==> config.mk <==
export PLATFORM = sky130hd
export DESIGN_NAME = xxhash32_stream_hasher_flat
export DESIGN_NICKNAME = d
export VERILOG_FILES = /design/src/hw/rtl/xxh_pkg.sv /design/src/hw/rtl/xxh_if.sv /design/src/hw/rtl/xxh_mul.sv /design/src/hw/rtl/xxh_stripe_buf.sv /design/src/hw/rtl/xxhash32_stream_hasher.sv /design/src/flat_wrapper.sv
export SDC_FILE = /design/constraint.sdc
export NUM_CORES = 2
export LEC_CHECK = 0
export BUFFER_PORTS_ARGS = -buffer_cell sky130_fd_sc_hd__buf_2
export CAP_MARGIN = 5
export CORE_MARGIN = 1.5
export CORE_UTILIZATION = 55
export CTS_BUF_LIST = sky130_fd_sc_hd__clkbuf_16
export CTS_CLUSTER_DIAMETER = 60
export DETAILED_ROUTE_END_ITERATION = 8
export PLACE_DENSITY = 0.67
export SLEW_MARGIN = 20
export SYNTH_ARGS = -nofsm -noshare
export SYNTH_HDL_FRONTEND = slang
export SYNTH_HIERARCHICAL = 1
export SYNTH_SLANG_ARGS = --single-unit
==> constraint.sdc <==
create_clock -name clk -period 11.84 [get_ports clk]
set_input_delay 3.552 -clock clk [delete_from_list [all_inputs] [get_ports clk]]
set_output_delay 3.552 -clock clk [all_outputs]
set_load 0.03 [all_outputs]
==> src/hw/rtl/xxh_pkg.sv <==
// Shared types, primes and helpers for the xxHash32 stream hasher.
package xxh_pkg;

	localparam int WORD_W = 32;
	localparam int CNT_W  = 3;
	localparam int FILL_W = 4;

	localparam logic [WORD_W-1:0] PRIME1 = 32'h9E37_79B1;
	localparam logic [WORD_W-1:0] PRIME2 = 32'h85EB_CA77;
	localparam logic [WORD_W-1:0] PRIME3 = 32'hC2B2_AE3D;
	localparam logic [WORD_W-1:0] PRIME4 = 32'h27D4_EB2F;
	localparam logic [WORD_W-1:0] PRIME5 = 32'h1656_67B1;

	localparam logic [CNT_W-1:0] MAX_BYTES  = 3'd4;
	localparam logic [3:0]       ROUND_LAST = 4'd8;

	typedef enum logic [3:0] {
		ST_IDLE,
		ST_INSERT,
		ST_ROUND,
		ST_MERGE,
		ST_WMUL,
		ST_WROT,
		ST_WSAVE,
		ST_BMUL,
		ST_BROT,
		ST_BSAVE,
		ST_AV1,
		ST_AV2,
		ST_OUT
	} state_t;

	// Control from the sequencer to the stripe buffer
	typedef struct packed {
		logic             clear;
		logic             insert;
		logic [CNT_W-1:0] rem;
	} buf_ctl_t;

	// Status from the stripe buffer to the sequencer
	typedef struct packed {
		logic [FILL_W-1:0] fill;
		logic [CNT_W-1:0]  seg;
		logic              full;
	} buf_st_t;

	function automatic logic [WORD_W-1:0] rotl(input logic [WORD_W-1:0] v,
		input logic [4:0] s);
		return (v << s) | (v >> (6'd32 - {1'b0, s}));
	endfunction

endpackage

==> src/hw/rtl/xxh_if.sv <==
// Stream channel interfaces: message words in, hash values out.
interface xxh_word_if;
	import xxh_pkg::*;

	logic              valid;
	logic              ready;
	logic [WORD_W-1:0] data_word;
	logic [CNT_W-1:0]  byte_count;
	logic              last_word;

	modport source(output valid, data_word, byte_count, last_word, input ready);
	modport sink(input valid, data_word, byte_count, last_word, output ready);
endinterface

interface xxh_hash_if;
	import xxh_pkg::*;

	logic              valid;
	logic              ready;
	logic [WORD_W-1:0] hash_value;

	modport source(output valid, hash_value, input ready);
	modport sink(input valid, hash_value, output ready);
endinterface

==> src/hw/rtl/xxh_mul.sv <==
// Shared 32x32 multiplier, low product half registered.
module xxh_mul (
	input  logic                      clk,
	input  logic                      en,
	input  logic [xxh_pkg::WORD_W-1:0] a,
	input  logic [xxh_pkg::WORD_W-1:0] b,
	output logic [xxh_pkg::WORD_W-1:0] p
);
	import xxh_pkg::*;

	logic [2*WORD_W-1:0] prod;
	logic [WORD_W-1:0]   p_q;

	assign prod = {{WORD_W{1'b0}}, a} * {{WORD_W{1'b0}}, b};

	// Hold the product while the sequencer does not need a new one
	always_ff @(posedge clk) begin
		if (en) begin
			p_q <= prod[WORD_W-1:0];
		end
	end

	assign p = p_q;
endmodule

==> src/hw/rtl/xxh_stripe_buf.sv <==
// 16-byte stripe buffer with byte insert, fill count and one word read port.
module xxh_stripe_buf (
	input  logic                      clk,
	input  logic                      arst_n,
	input  xxh_pkg::buf_ctl_t         ctl,
	input  logic [xxh_pkg::WORD_W-1:0] word,
	input  logic [1:0]                rd_idx,
	output xxh_pkg::buf_st_t          st,
	output logic [xxh_pkg::WORD_W-1:0] rd_word
);
	import xxh_pkg::*;

	logic [7:0]        byte_q [16];
	logic [FILL_W-1:0] fill_q;
	logic [4:0]        room;
	logic [4:0]        fill_sum;
	logic              wr_en  [16];
	logic [1:0]        wr_sel [16];

	// Segment that fits before the stripe is full
	always_comb begin
		room = 5'd16 - {1'b0, fill_q};
		if ({2'b00, ctl.rem} < room) begin
			st.seg = ctl.rem;
		end else begin
			st.seg = room[CNT_W-1:0];
		end
		fill_sum = {1'b0, fill_q} + {2'b00, st.seg};
		st.full  = fill_sum[4];
		st.fill  = fill_q;
	end

	// Decode which byte slots take which input byte
	always_comb begin
		for (int p = 0; p < 16; p++) begin
			logic [3:0] off;
			off       = 4'(p) - fill_q;
			wr_en[p]  = ctl.insert && (off < {1'b0, st.seg});
			wr_sel[p] = off[1:0];
		end
	end

	// Write bytes
	always_ff @(posedge clk) begin
		for (int p = 0; p < 16; p++) begin
			if (wr_en[p]) begin
				byte_q[p] <= word[wr_sel[p]*8 +: 8];
			end
		end
	end

	// Advance the fill count, wrap on a full stripe
	always_ff @(posedge clk or negedge arst_n) begin
		if (!arst_n) begin
			fill_q <= '0;
		end else if (ctl.clear) begin
			fill_q <= '0;
		end else if (ctl.insert) begin
			fill_q <= fill_sum[FILL_W-1:0];
		end
	end

	assign rd_word = {byte_q[{rd_idx, 2'd3}], byte_q[{rd_idx, 2'd2}],
		byte_q[{rd_idx, 2'd1}], byte_q[{rd_idx, 2'd0}]};
endmodule

==> src/hw/rtl/xxhash32_stream_hasher.sv <==
// Top level: xxHash32 over a word stream with one shared multiplier and a sequencer.
//
//   channel  dir  handshake     payload
//   msg      in   valid/ready   data_word[31:0], byte_count[2:0], last_word
//   result   out  valid/ready   hash_value[31:0]
//   seed     in   seed_we       seed_value[31:0]
//
// A word passes through accept (idle) and byte insert; a word that completes a 16-byte
// stripe adds the lane rounds, two multiplies per lane on the shared
// multiplier, and more if its bytes spill into the next stripe.
// A last word adds a merge step, a multiply, rotate and save step per buffered tail word and
// per tail byte, and the avalanche states AV1, AV2 and OUT. msg.ready is high only in the idle state.
// The result register lets the next message start while a hash waits to be taken.
// Reset clears the seed, the lanes and all control state.
module xxhash32_stream_hasher (
	input  logic                       clk,
	input  logic                       arst_n,
	input  logic                       seed_we,
	input  logic [xxh_pkg::WORD_W-1:0] seed_value,
	xxh_word_if.sink                   msg,
	xxh_hash_if.source                 result
);
	import xxh_pkg::*;

	state_t            state_q, state_d;
	logic [WORD_W-1:0] seed_q;
	logic [WORD_W-1:0] lane_q [4];
	logic [WORD_W-1:0] len_q;
	logic              long_q;
	logic              open_q;
	logic [WORD_W-1:0] word_q;
	logic [CNT_W-1:0]  rem_q;
	logic              last_q;
	logic [3:0]        rnd_q;
	logic [3:0]        tail_i_q, tail_i_d;
	logic [WORD_W-1:0] h_q;
	logic [WORD_W-1:0] hash_q;
	logic              out_valid_q;

	logic              accept;
	logic [CNT_W-1:0]  cnt_c;
	logic              mul_en;
	logic [WORD_W-1:0] mul_a, mul_b, mul_p;
	buf_ctl_t          buf_ctl;
	buf_st_t           buf_st;
	logic [1:0]        rd_idx;
	logic [WORD_W-1:0] rd_word;
	logic [WORD_W-1:0] merge_sum;
	logic [3:0]        tail_left;
	logic              out_load;
	logic [1:0]        lane_wr_idx;

	assign accept   = msg.valid && msg.ready;
	assign msg.ready = (state_q == ST_IDLE);
	assign cnt_c    = (msg.byte_count > MAX_BYTES) ? MAX_BYTES : msg.byte_count;

	xxh_mul u_mul (
		.clk (clk),
		.en  (mul_en),
		.a   (mul_a),
		.b   (mul_b),
		.p   (mul_p)
	);

	xxh_stripe_buf u_buf (
		.clk     (clk),
		.arst_n  (arst_n),
		.ctl     (buf_ctl),
		.word    (word_q),
		.rd_idx  (rd_idx),
		.st      (buf_st),
		.rd_word (rd_word)
	);

	assign rd_idx      = (state_q == ST_ROUND) ? rnd_q[2:1] : tail_i_q[3:2];
	assign lane_wr_idx = 2'(rnd_q[3:1] - 3'd1);
	assign merge_sum   = long_q ?
		(rotl(lane_q[0], 5'd1) + rotl(lane_q[1], 5'd7) +
		 rotl(lane_q[2], 5'd12) + rotl(lane_q[3], 5'd18)) :
		(lane_q[2] + PRIME5);

	// Next state, multiplier operands and buffer control
	always_comb begin
		state_d     = state_q;
		mul_en      = 1'b0;
		mul_a       = '0;
		mul_b       = '0;
		buf_ctl     = '0;
		buf_ctl.rem = rem_q;
		out_load    = 1'b0;
		tail_i_d    = tail_i_q;
		tail_left   = '0;
		unique case (state_q)
			ST_IDLE: begin
				if (accept) begin
					buf_ctl.clear = !open_q;
					state_d       = ST_INSERT;
				end
			end
			ST_INSERT: begin
				buf_ctl.insert = 1'b1;
				if (buf_st.full) begin
					state_d = ST_ROUND;
				end else if (last_q) begin
					state_d = ST_MERGE;
				end else begin
					state_d = ST_IDLE;
				end
			end
			ST_ROUND: begin
				mul_en = 1'b1;
				if (!rnd_q[0]) begin
					mul_a = rd_word;
					mul_b = PRIME2;
				end else begin
					mul_a = rotl(lane_q[rnd_q[2:1]] + mul_p, 5'd13);
					mul_b = PRIME1;
				end
				if (rnd_q == ROUND_LAST) begin
					mul_en = 1'b0;
					if (rem_q != '0) begin
						state_d = ST_INSERT;
					end else if (last_q) begin
						state_d = ST_MERGE;
					end else begin
						state_d = ST_IDLE;
					end
				end
			end
			ST_WMUL: begin
				mul_en  = 1'b1;
				mul_a   = rd_word;
				mul_b   = PRIME3;
				state_d = ST_WROT;
			end
			ST_WROT: begin
				mul_en  = 1'b1;
				mul_a   = rotl(h_q + mul_p, 5'd17);
				mul_b   = PRIME4;
				state_d = ST_WSAVE;
			end
			ST_BMUL: begin
				mul_en  = 1'b1;
				mul_a   = {24'd0, rd_word[{tail_i_q[1:0], 3'd0} +: 8]};
				mul_b   = PRIME5;
				state_d = ST_BROT;
			end
			ST_BROT: begin
				mul_en  = 1'b1;
				mul_a   = rotl(h_q + mul_p, 5'd11);
				mul_b   = PRIME1;
				state_d = ST_BSAVE;
			end
			ST_MERGE, ST_WSAVE, ST_BSAVE: begin
				// Pick the next tail step: whole words first, then bytes
				priority case (state_q)
					ST_MERGE: tail_i_d = '0;
					ST_WSAVE: tail_i_d = tail_i_q + 4'd4;
					default:  tail_i_d = tail_i_q + 4'd1;
				endcase
				tail_left = buf_st.fill - tail_i_d;
				if (tail_left >= 4'd4) begin
					state_d = ST_WMUL;
				end else if (tail_left != '0) begin
					state_d = ST_BMUL;
				end else begin
					state_d = ST_AV1;
				end
			end
			ST_AV1: begin
				mul_en  = 1'b1;
				mul_a   = h_q ^ (h_q >> 15);
				mul_b   = PRIME2;
				state_d = ST_AV2;
			end
			ST_AV2: begin
				mul_en  = 1'b1;
				mul_a   = mul_p ^ (mul_p >> 13);
				mul_b   = PRIME3;
				state_d = ST_OUT;
			end
			ST_OUT: begin
				out_load = !out_valid_q || result.ready;
				if (out_load) begin
					state_d = ST_IDLE;
				end
			end
			default: begin
				state_d = ST_IDLE;
			end
		endcase
	end

	// State register
	always_ff @(posedge clk or negedge arst_n) begin
		if (!arst_n) begin
			state_q <= ST_IDLE;
		end else begin
			state_q <= state_d;
		end
	end

	// Seed register
	always_ff @(posedge clk or negedge arst_n) begin
		if (!arst_n) begin
			seed_q <= '0;
		end else if (seed_we) begin
			seed_q <= seed_value;
		end
	end

	// Message state: lanes, length, stripe flag, pending bytes, counters
	always_ff @(posedge clk or negedge arst_n) begin
		if (!arst_n) begin
			for (int k = 0; k < 4; k++) begin
				lane_q[k] <= '0;
			end
			len_q    <= '0;
			long_q   <= 1'b0;
			open_q   <= 1'b0;
			rem_q    <= '0;
			last_q   <= 1'b0;
			rnd_q    <= '0;
			tail_i_q <= '0;
		end else begin
			unique case (state_q)
				ST_IDLE: begin
					if (accept) begin
						if (!open_q) begin
							lane_q[0] <= seed_q + PRIME1 + PRIME2;
							lane_q[1] <= seed_q + PRIME2;
							lane_q[2] <= seed_q;
							lane_q[3] <= seed_q - PRIME1;
							long_q    <= 1'b0;
							len_q     <= {{(WORD_W-CNT_W){1'b0}}, cnt_c};
						end else begin
							len_q <= len_q + {{(WORD_W-CNT_W){1'b0}}, cnt_c};
						end
						open_q <= !msg.last_word;
						rem_q  <= cnt_c;
						last_q <= msg.last_word;
					end
				end
				ST_INSERT: begin
					rem_q <= rem_q - buf_st.seg;
					rnd_q <= '0;
				end
				ST_ROUND: begin
					if (!rnd_q[0] && rnd_q != '0) begin
						lane_q[lane_wr_idx] <= mul_p;
					end
					if (rnd_q == ROUND_LAST) begin
						long_q <= 1'b1;
					end
					rnd_q <= rnd_q + 4'd1;
				end
				ST_MERGE, ST_WSAVE, ST_BSAVE: begin
					tail_i_q <= tail_i_d;
				end
				default: begin
				end
			endcase
		end
	end

	// Datapath: pending word and running hash
	always_ff @(posedge clk) begin
		if (accept) begin
			word_q <= msg.data_word;
		end else if (state_q == ST_INSERT) begin
			word_q <= word_q >> {buf_st.seg, 3'd0};
		end
		if (state_q == ST_MERGE) begin
			h_q <= merge_sum + len_q;
		end else if (state_q == ST_WSAVE || state_q == ST_BSAVE) begin
			h_q <= mul_p;
		end
		if (out_load) begin
			hash_q <= mul_p ^ (mul_p >> 16);
		end
	end

	// Output beat valid
	always_ff @(posedge clk or negedge arst_n) begin
		if (!arst_n) begin
			out_valid_q <= 1'b0;
		end else if (out_load) begin
			out_valid_q <= 1'b1;
		end else if (result.ready) begin
			out_valid_q <= 1'b0;
		end
	end

	assign result.valid      = out_valid_q;
	assign result.hash_value = hash_q;
endmodule

==> src/flat_wrapper.sv <==
// flat-port wrapper written by rule: the top's interface ports become plain ports
module xxhash32_stream_hasher_flat import xxh_pkg::*;
  (clk, arst_n, seed_we, seed_value, msg_valid, msg_data_word, msg_byte_count, msg_last_word, msg_ready, result_valid, result_hash_value, result_ready);
  xxh_word_if msg_i ();
  xxh_hash_if result_i ();
  input  logic clk;
  input  logic arst_n;
  input  logic seed_we;
  input  logic [xxh_pkg::WORD_W-1:0] seed_value;
  input wire logic [$bits(msg_i.valid)-1:0] msg_valid;
  input wire logic [$bits(msg_i.data_word)-1:0] msg_data_word;
  input wire logic [$bits(msg_i.byte_count)-1:0] msg_byte_count;
  input wire logic [$bits(msg_i.last_word)-1:0] msg_last_word;
  output wire logic [$bits(msg_i.ready)-1:0] msg_ready;
  output wire logic [$bits(result_i.valid)-1:0] result_valid;
  output wire logic [$bits(result_i.hash_value)-1:0] result_hash_value;
  input wire logic [$bits(result_i.ready)-1:0] result_ready;
  assign msg_i.valid = msg_valid;
  assign msg_i.data_word = msg_data_word;
  assign msg_i.byte_count = msg_byte_count;
  assign msg_i.last_word = msg_last_word;
  assign msg_ready = msg_i.ready;
  assign result_valid = result_i.valid;
  assign result_hash_value = result_i.hash_value;
  assign result_i.ready = result_ready;
  xxhash32_stream_hasher u_core (.clk(clk), .arst_n(arst_n), .seed_we(seed_we), .seed_value(seed_value), .msg(msg_i), .result(result_i));
endmodule
## Word level (Yosys, flattened, before mapping)

Memories as Yosys holds them, arrays and structs flattened.
Index checks and enable logic that the tools add are counted.

- Register bits: 343
- Bits in latches: 0
- RAM bits: 128
- Bits in read-only memories: 0
- Input port bits: 73
- Word-level logic and storage cells: 290
- Memories: 1

- Add/sub/neg operators: 36
- Multipliers: 1
- Divide/modulo/power cells: 0
- Order comparisons: 22
- Equal/unequal tests: 18
- Shifts and indexed selects: 18
- Multiplexer cells: 110
- Bitwise logic cells: 12
- Reductions and logical operators: 53

Memory list:

| name | depth | width | rd ports | clocked after Yosys merged registers in | write ports | RTL line | text |
|---|---|---|---|---|---|---|---|
| u_core.u_buf.byte_q | 16 | 8 | 4 | 0 | 7 | xxh_stripe_buf.sv:13 | `logic [7:0] byte_q [16];` |

Operators with widths:

| kind | number |
|---|---|
| indexed part select 32 x 6 -> 8 bit | 17 |
| two-way mux 128 bit | 3 |
| two-way mux 32 bit | 10 |
| one-hot mux 128 bit (2 select lines) | 1 |
| one-hot mux 32 bit (7 select lines) | 1 |
| adder 32 bit | 6 |
| one-hot mux 32 bit (6 select lines) | 1 |
| bitwise mux 128 bit | 1 |
| adder 32 bit (second input constant) | 3 |
| two-way mux 4 bit | 18 |
| two-way mux 8 bit | 9 |
| OR reduction 8 bit | 9 |
| binary-select mux 32 bit (select 2 bit) | 1 |
| demux 32 bit (select 2 bit) | 1 |
| < comparator 4 x 3 -> 1 bit | 16 |
| two-way mux 1 bit | 51 |
| one-hot mux 4 bit (11 select lines) | 1 |
| adder 32 x 29 -> 32 bit (second input constant) | 1 |
| adder 32 x 3 -> 32 bit | 1 |
| multiplier 32 x 32 -> 32 bit | 1 |
| bitwise OR 32 x 1 -> 32 bit | 1 |
| bitwise OR 32 x 11 -> 32 bit | 1 |
| bitwise OR 32 x 12 -> 32 bit | 1 |
| bitwise OR 32 x 13 -> 32 bit | 1 |
| 50 further kinds | 114 |

## Longest topological paths before layout

- Word-level depth: 10
- Depth in mapped cells: 44

## Hierarchy

The synthesis kept the hierarchy.

By module, submodules not included:

| module | times used | cells each | area an instance (µm²) | sequential area each (µm²) |
|---|---|---|---|---|
| xxhash32_stream_hasher | 1 | 3071 | 26745.7 | 8162.8 |
| xxh_mul | 1 | 1815 | 17111.4 | 960.9 |
| xxh_stripe_buf | 1 | 329 | 6387.4 | 3943.8 |

## Worst setup path after synthesis

Ideal clock, no wire load.

- Path type: reg2reg
- Start: reg u_core.rnd_q[1]
- End: reg u_core.u_mul.p_q[31] (netlist: u_core/u_mul/p[31]), data pin
- Data arrival time: 10465 ps
- Data required time: 11582 ps
- Slack: 1117 ps
- Stages on the path, launching flop included: 41
- Clock period less this slack: 10723 ps
- Path through: dfrtp_1 > clkbuf_1 > buf_1 > mux4_2 > ha_1 > fa_1 > a211o_1 > a21oi_1 > a21oi_1 > a41oi_1 > o41ai_1 > nand2_1 > o21ai_0 > xnor2_1 > o221ai_1 > clkbuf_1 > nand2_1 > fa_1 > (+5 left out) > inv_1 > fa_1 > inv_1 > fa_1 > inv_1 > fa_1 > inv_1 > fa_1 > inv_1 > ha_1 > and3_1 > clkbuf_1 > nand4_1 > nor2_1 > a311oi_1 > o311ai_1 > a211oi_2 > xnor2_1

- Longest elaborated chain between the ends: 9
- Elaborated cells on any way between the ends: 12
- Those cells by class: 1 x add/sub; 1 x mul; 1 x shift; 6 x mux; 2 x bitwise; 1 x memory

RTL lines:

| what | RTL line | text |
|---|---|---|
| from (decl) | xxhash32_stream_hasher.sv:34 | `logic [3:0] rnd_q;` |
| from (signal assigned) | xxhash32_stream_hasher.sv:255 | `rnd_q <= rnd_q + 4'd1;` |
| inverter 2 -> 3 bit (not written as such) | xxhash32_stream_hasher.sv:116 | `mul_a = rotl(lane_q[rnd_q[2:1]] + mul_p, 5'd13);` |
| binary-select mux 32 bit (select 2 bit) | xxhash32_stream_hasher.sv:116 |  |
| two-way mux 32 bit (not written as such) (2 in series) | xxhash32_stream_hasher.sv:116 |  |
| adder 32 bit | xxhash32_stream_hasher.sv:116 |  |
| bitwise OR 32 x 13 -> 32 bit | xxh_pkg.sv:49 | `return (v << s) \| (v >> (6'd32 - {1'b0, s}));` |
| two-way mux 32 bit | xxhash32_stream_hasher.sv:112 | `if (!rnd_q[0]) begin` |
| one-hot mux 32 bit (7 select lines) (*) | xxhash32_stream_hasher.sv:93 | `unique case (state_q)` |
| via u_core.mul_a[7] | xxhash32_stream_hasher.sv:43 | `logic [WORD_W-1:0] mul_a, mul_b, mul_p;` |
| multiplier 32 x 32 -> 32 bit (*) | xxh_mul.sv:14 | `assign prod = {{WORD_W{1'b0}}, a} * {{WORD_W{1'b0}}, b};` |
| via u_core.u_mul.prod[31] | xxh_mul.sv:11 | `logic [2*WORD_W-1:0] prod;` |
| to (signal assigned) | xxh_mul.sv:19 | `p_q <= prod[WORD_W-1:0];` |
| to (decl) | xxh_mul.sv:12 | `logic [WORD_W-1:0] p_q;` |

The timed path passes the listed nets; every way through them passes the cells marked *. The select of a mux whose other input is x is not followed.
A chain may end at the register's enable or synchronous reset.

## Final worst setup path

Same ends and word-level chain as after synthesis.

==> impl_metrics.py <==
metrics = {
    "worst_setup_path": {
        "cp_common_cell": "fa_1",
        "crit_type": "register to register",
        "critPathLaunchType": "register",
        "critPathMaxFanout": 29,
        "crit_arrival_ns": 11.63,
        "worst_r2r_startpoint": "u_core/rnd_q[1]$_DFFE_PN0P_",
        "slowest_stage": "dfrtp_2",
        "cpPeakStageDelay_ns": 0.69,
        "startpoint": "u_core/rnd_q[1]$_DFFE_PN0P_",
        "worstPathRequired_ns": 12.23,
        "cp-end-kind": "register",
    },
    "synth": {
        "async_flop_share_pct": 45.65,
        "syn_avg_cell_area_sq_um": 9.635,
        "synth_edf_count": 256,
        "synth.distinct_cells": 112,
        "synth_top_cell_by_area": "fa_1",
        "synth_top_cell_area_share_pct": 19.01,
        "yosys-top-cells-area": "fa_1 (19%), edfxtp_1 (15%), dfrtp_1 (11%)",
        "ys_warn_count": 6,
        "ys_ff_latch": 471,
        "syn_inst": 5215,
        "synthesis.area_sq_um": 50240,
        "ys_dominant_reg_cell": "edfxtp_1",
        "seq_area_frac_synth_pct": 26.01,
        "synth.net_count": 6051,
    },
    "outcome": {
        "status": "finished clean",
    },
    "die": {
        "die_w_um": 305.2,
        "die_y_um": 305.2,
        "pin_count": 107,
        "dieArea_sq_um": 93170,
        "core_sq_um": 90290,
        "start_util_pct": 55.65,
        "num_rows": 110,
    },
    "timing": {
        "min_period_over_period_pct": 94.99,
        "finalMaxSlewViolations": 0,
        "setup_violations": 0,
        "hold_viol_final": 0,
        "skew_ns": 0.03227,
        "tightest_slew_ns": 1.221,
        "timing.slew.headroom_pct": 18.60,
        "setup_tns_ns": 0,
        "min_period_ns": 11.25,
        "rsz0062_at_grt": "no",
        "fmax_ghz": 0.08891,
        "setup_slack_ns": 0.5928,
    },
    "global_route": {
        "grtUsageTotal_pct": 36.62,
        "grt_busiest_layer": "met2",
        "use_met1_pct": 50.61,
        "grt_antenna_before_repair": 4,
        "use_met3_pct": 5.103,
        "grt_pass1_vias": 40192,
        "grtUsageMet2_pct": 58.21,
        "grt_pass1_wl_mm": 256.0,
        "grt_max_degree": 85,
        "overflow": 0,
    },
    "clock_tree": {
        "cts.path.max_buffers": 3,
        "cts-resized-gates": 0,
        "cts_hold_buf": 0,
        "cts_num_sinks": 471,
        "post_cts_buffers": 0,
        "root_buffer": "clkbuf_16",
        "htreeDepth": 2,
        "clock_latency_ns": 0.65,
        "cts_tree": "done",
        "cts_buffers": 54,
        "clkTransAtPathRegs_ns": 0.06,
    },
    "finish": {
        "final_nets": 6058,
        "diodes": 0,
        "multiInputGateArea_sq_um": 33800,
        "final_cell_mix": "inv_1 (650), fa_1 (477), nand2_1 (463)",
        "regArea_sq_um": 13070,
        "final_common_cell": "inv_1",
        "nFillCells": 7866,
        "syn_to_final_growth_pct": 7.535,
        "drive_gt1_share_pct": 10.06,
    },
    "detailed_routing": {
        "drt_wl_total_mm": 169.2,
        "drt_pass1_iterations": 8,
        "wl_per_cell_um": 26.26,
        "num_vias": 40435,
        "detail-route-antenna-nets": 0,
        "drtIter0Drc": 4801,
        "drcViolationCount": 0,
        "vias_per_cell": 6.275,
    },
    "run": {
        "cap_violations": 0,
    },
    "worst_hold_path": {
        "min-delay-start": "u_core/rnd_q[3]$_DFFE_PN0P_",
        "hold_class": "register to register",
    },
    "placed_design": {
        "finalWeightedCongestion": 1.026,
        "portBuffers": 106,
        "dp_hpwl_mm": 131.0,
        "post-place-ws_ns": 0.7042,
    },
}
[synthesized netlist by cell type, types with 28 or more instances]
library cell / number
inv_1: 637
nor3_1: 57
nand3_1: 68
edfxtp_1: 256
xor2_1: 120
xnor2_1: 227
mux4_2: 103
nor2_1: 266
o21ai_0: 235
dfrtp_1: 215
a211oi_1: 45
a31oi_1: 29
o22ai_1: 75
nor2b_1: 36
or3_1: 33
buf_1: 28
nand2_1: 464
fa_1: 477
nand4_1: 30
and3_1: 33
ha_1: 286
a21o_1: 71
and2_1: 404
clkbuf_1: 228
a221oi_1: 28
a21oi_1: 267
mux2_2: 41
o211ai_1: 36
[path summary, 6_finish.rpt]
check,endpoint,slack [ns],depth (start not counted)
worst min-delay path,u_core/rnd_q[3]$_DFFE_PN0P_,0.53,1
worst max-delay path,u_core/u_mul/p[31]$_DFFE_PP_,0.59,34
worst max register to register,u_core/u_mul/p[31]$_DFFE_PP_,0.59,34
min in group asynchronous,u_core/seed_q[9]$_DFFE_PN0P_,2.92,1
max in group asynchronous,u_core/u_buf/fill_q[0]$_DFFE_PN0P_,7.44,2
worst min register to register,u_core/rnd_q[3]$_DFFE_PN0P_,0.53,1
[registers in the layout (all words and copies together) (netlist names), 32 cells and up]
signal,flops
u_core/lane_q,128
u_core/u_buf/byte_q,128
u_core/h_q,32
u_core/len_q,32
u_core/result.hash_value,32
u_core/seed_q,32
u_core/u_mul/p,32
u_core/word_q,32
[cells by family (layout without fill, tap and decap cells)]
logic type / after synthesis / after routing / share of synthesized area [%]
AOI/OAI and AO/OA: 1059 / 1059 / 13.81
xor gates and xnor gates: 351 / 351 / 6.226
buffers and inverters: 923 / 976 / 7.005
and+or+nand+nor: 1475 / 1475 / 14.68
adders and majority gates: 766 / 766 / 26.19
DFF: 471 / 471 / 26.01
muxes: 170 / 170 / 6.086
[routing by layer]
metal,routed length [um],up-vias
met4,8141,2
met5,12,-
li1,-,17778
met1,68510,20323
met3,13740,400
met2,78810,1932
[critical path: cells and delay by family (launching register included)]
| family | cells | cell delay [ns] |
|---|---|---|
| buf+inv | 6 | 1.05 |
| fa+ha+maj | 10 | 4.84 |
| simple gates | 6 | 1.04 |
| compound gates | 9 | 2.63 |
| xor+xnor | 1 | 0.10 |
| flops | 1 | 0.69 |
| mux | 2 | 0.61 |
[stage by stage]
stage,area (sq um),utilization (%),instances,hold WS (ns)
after floorplan,50240,-,5215,0.4244
after global placement,52260,57.89,6342,0.5063
after detailed placement,52260,57.89,6342,0.5082
after CTS,54010,59.82,6444,0.5195
after global routing,54030,59.84,6444,0.5645
final,54030,59.84,6444,0.5327
[area by class of cell]
class                   instances  share of cell area [%]
well taps                    1176                   2.723
flip-flops and latches        471                   24.20
multi-input cells            3821                   62.55
repair buffers                232                   2.828
inverters                     642                   4.465
clock inverters                44                  0.5511
clock buffers                  58                   2.686
Power is left out: the tool's default activity adds up to more than one toggle a clock period on the data nets, which glitch-free logic cannot reach.
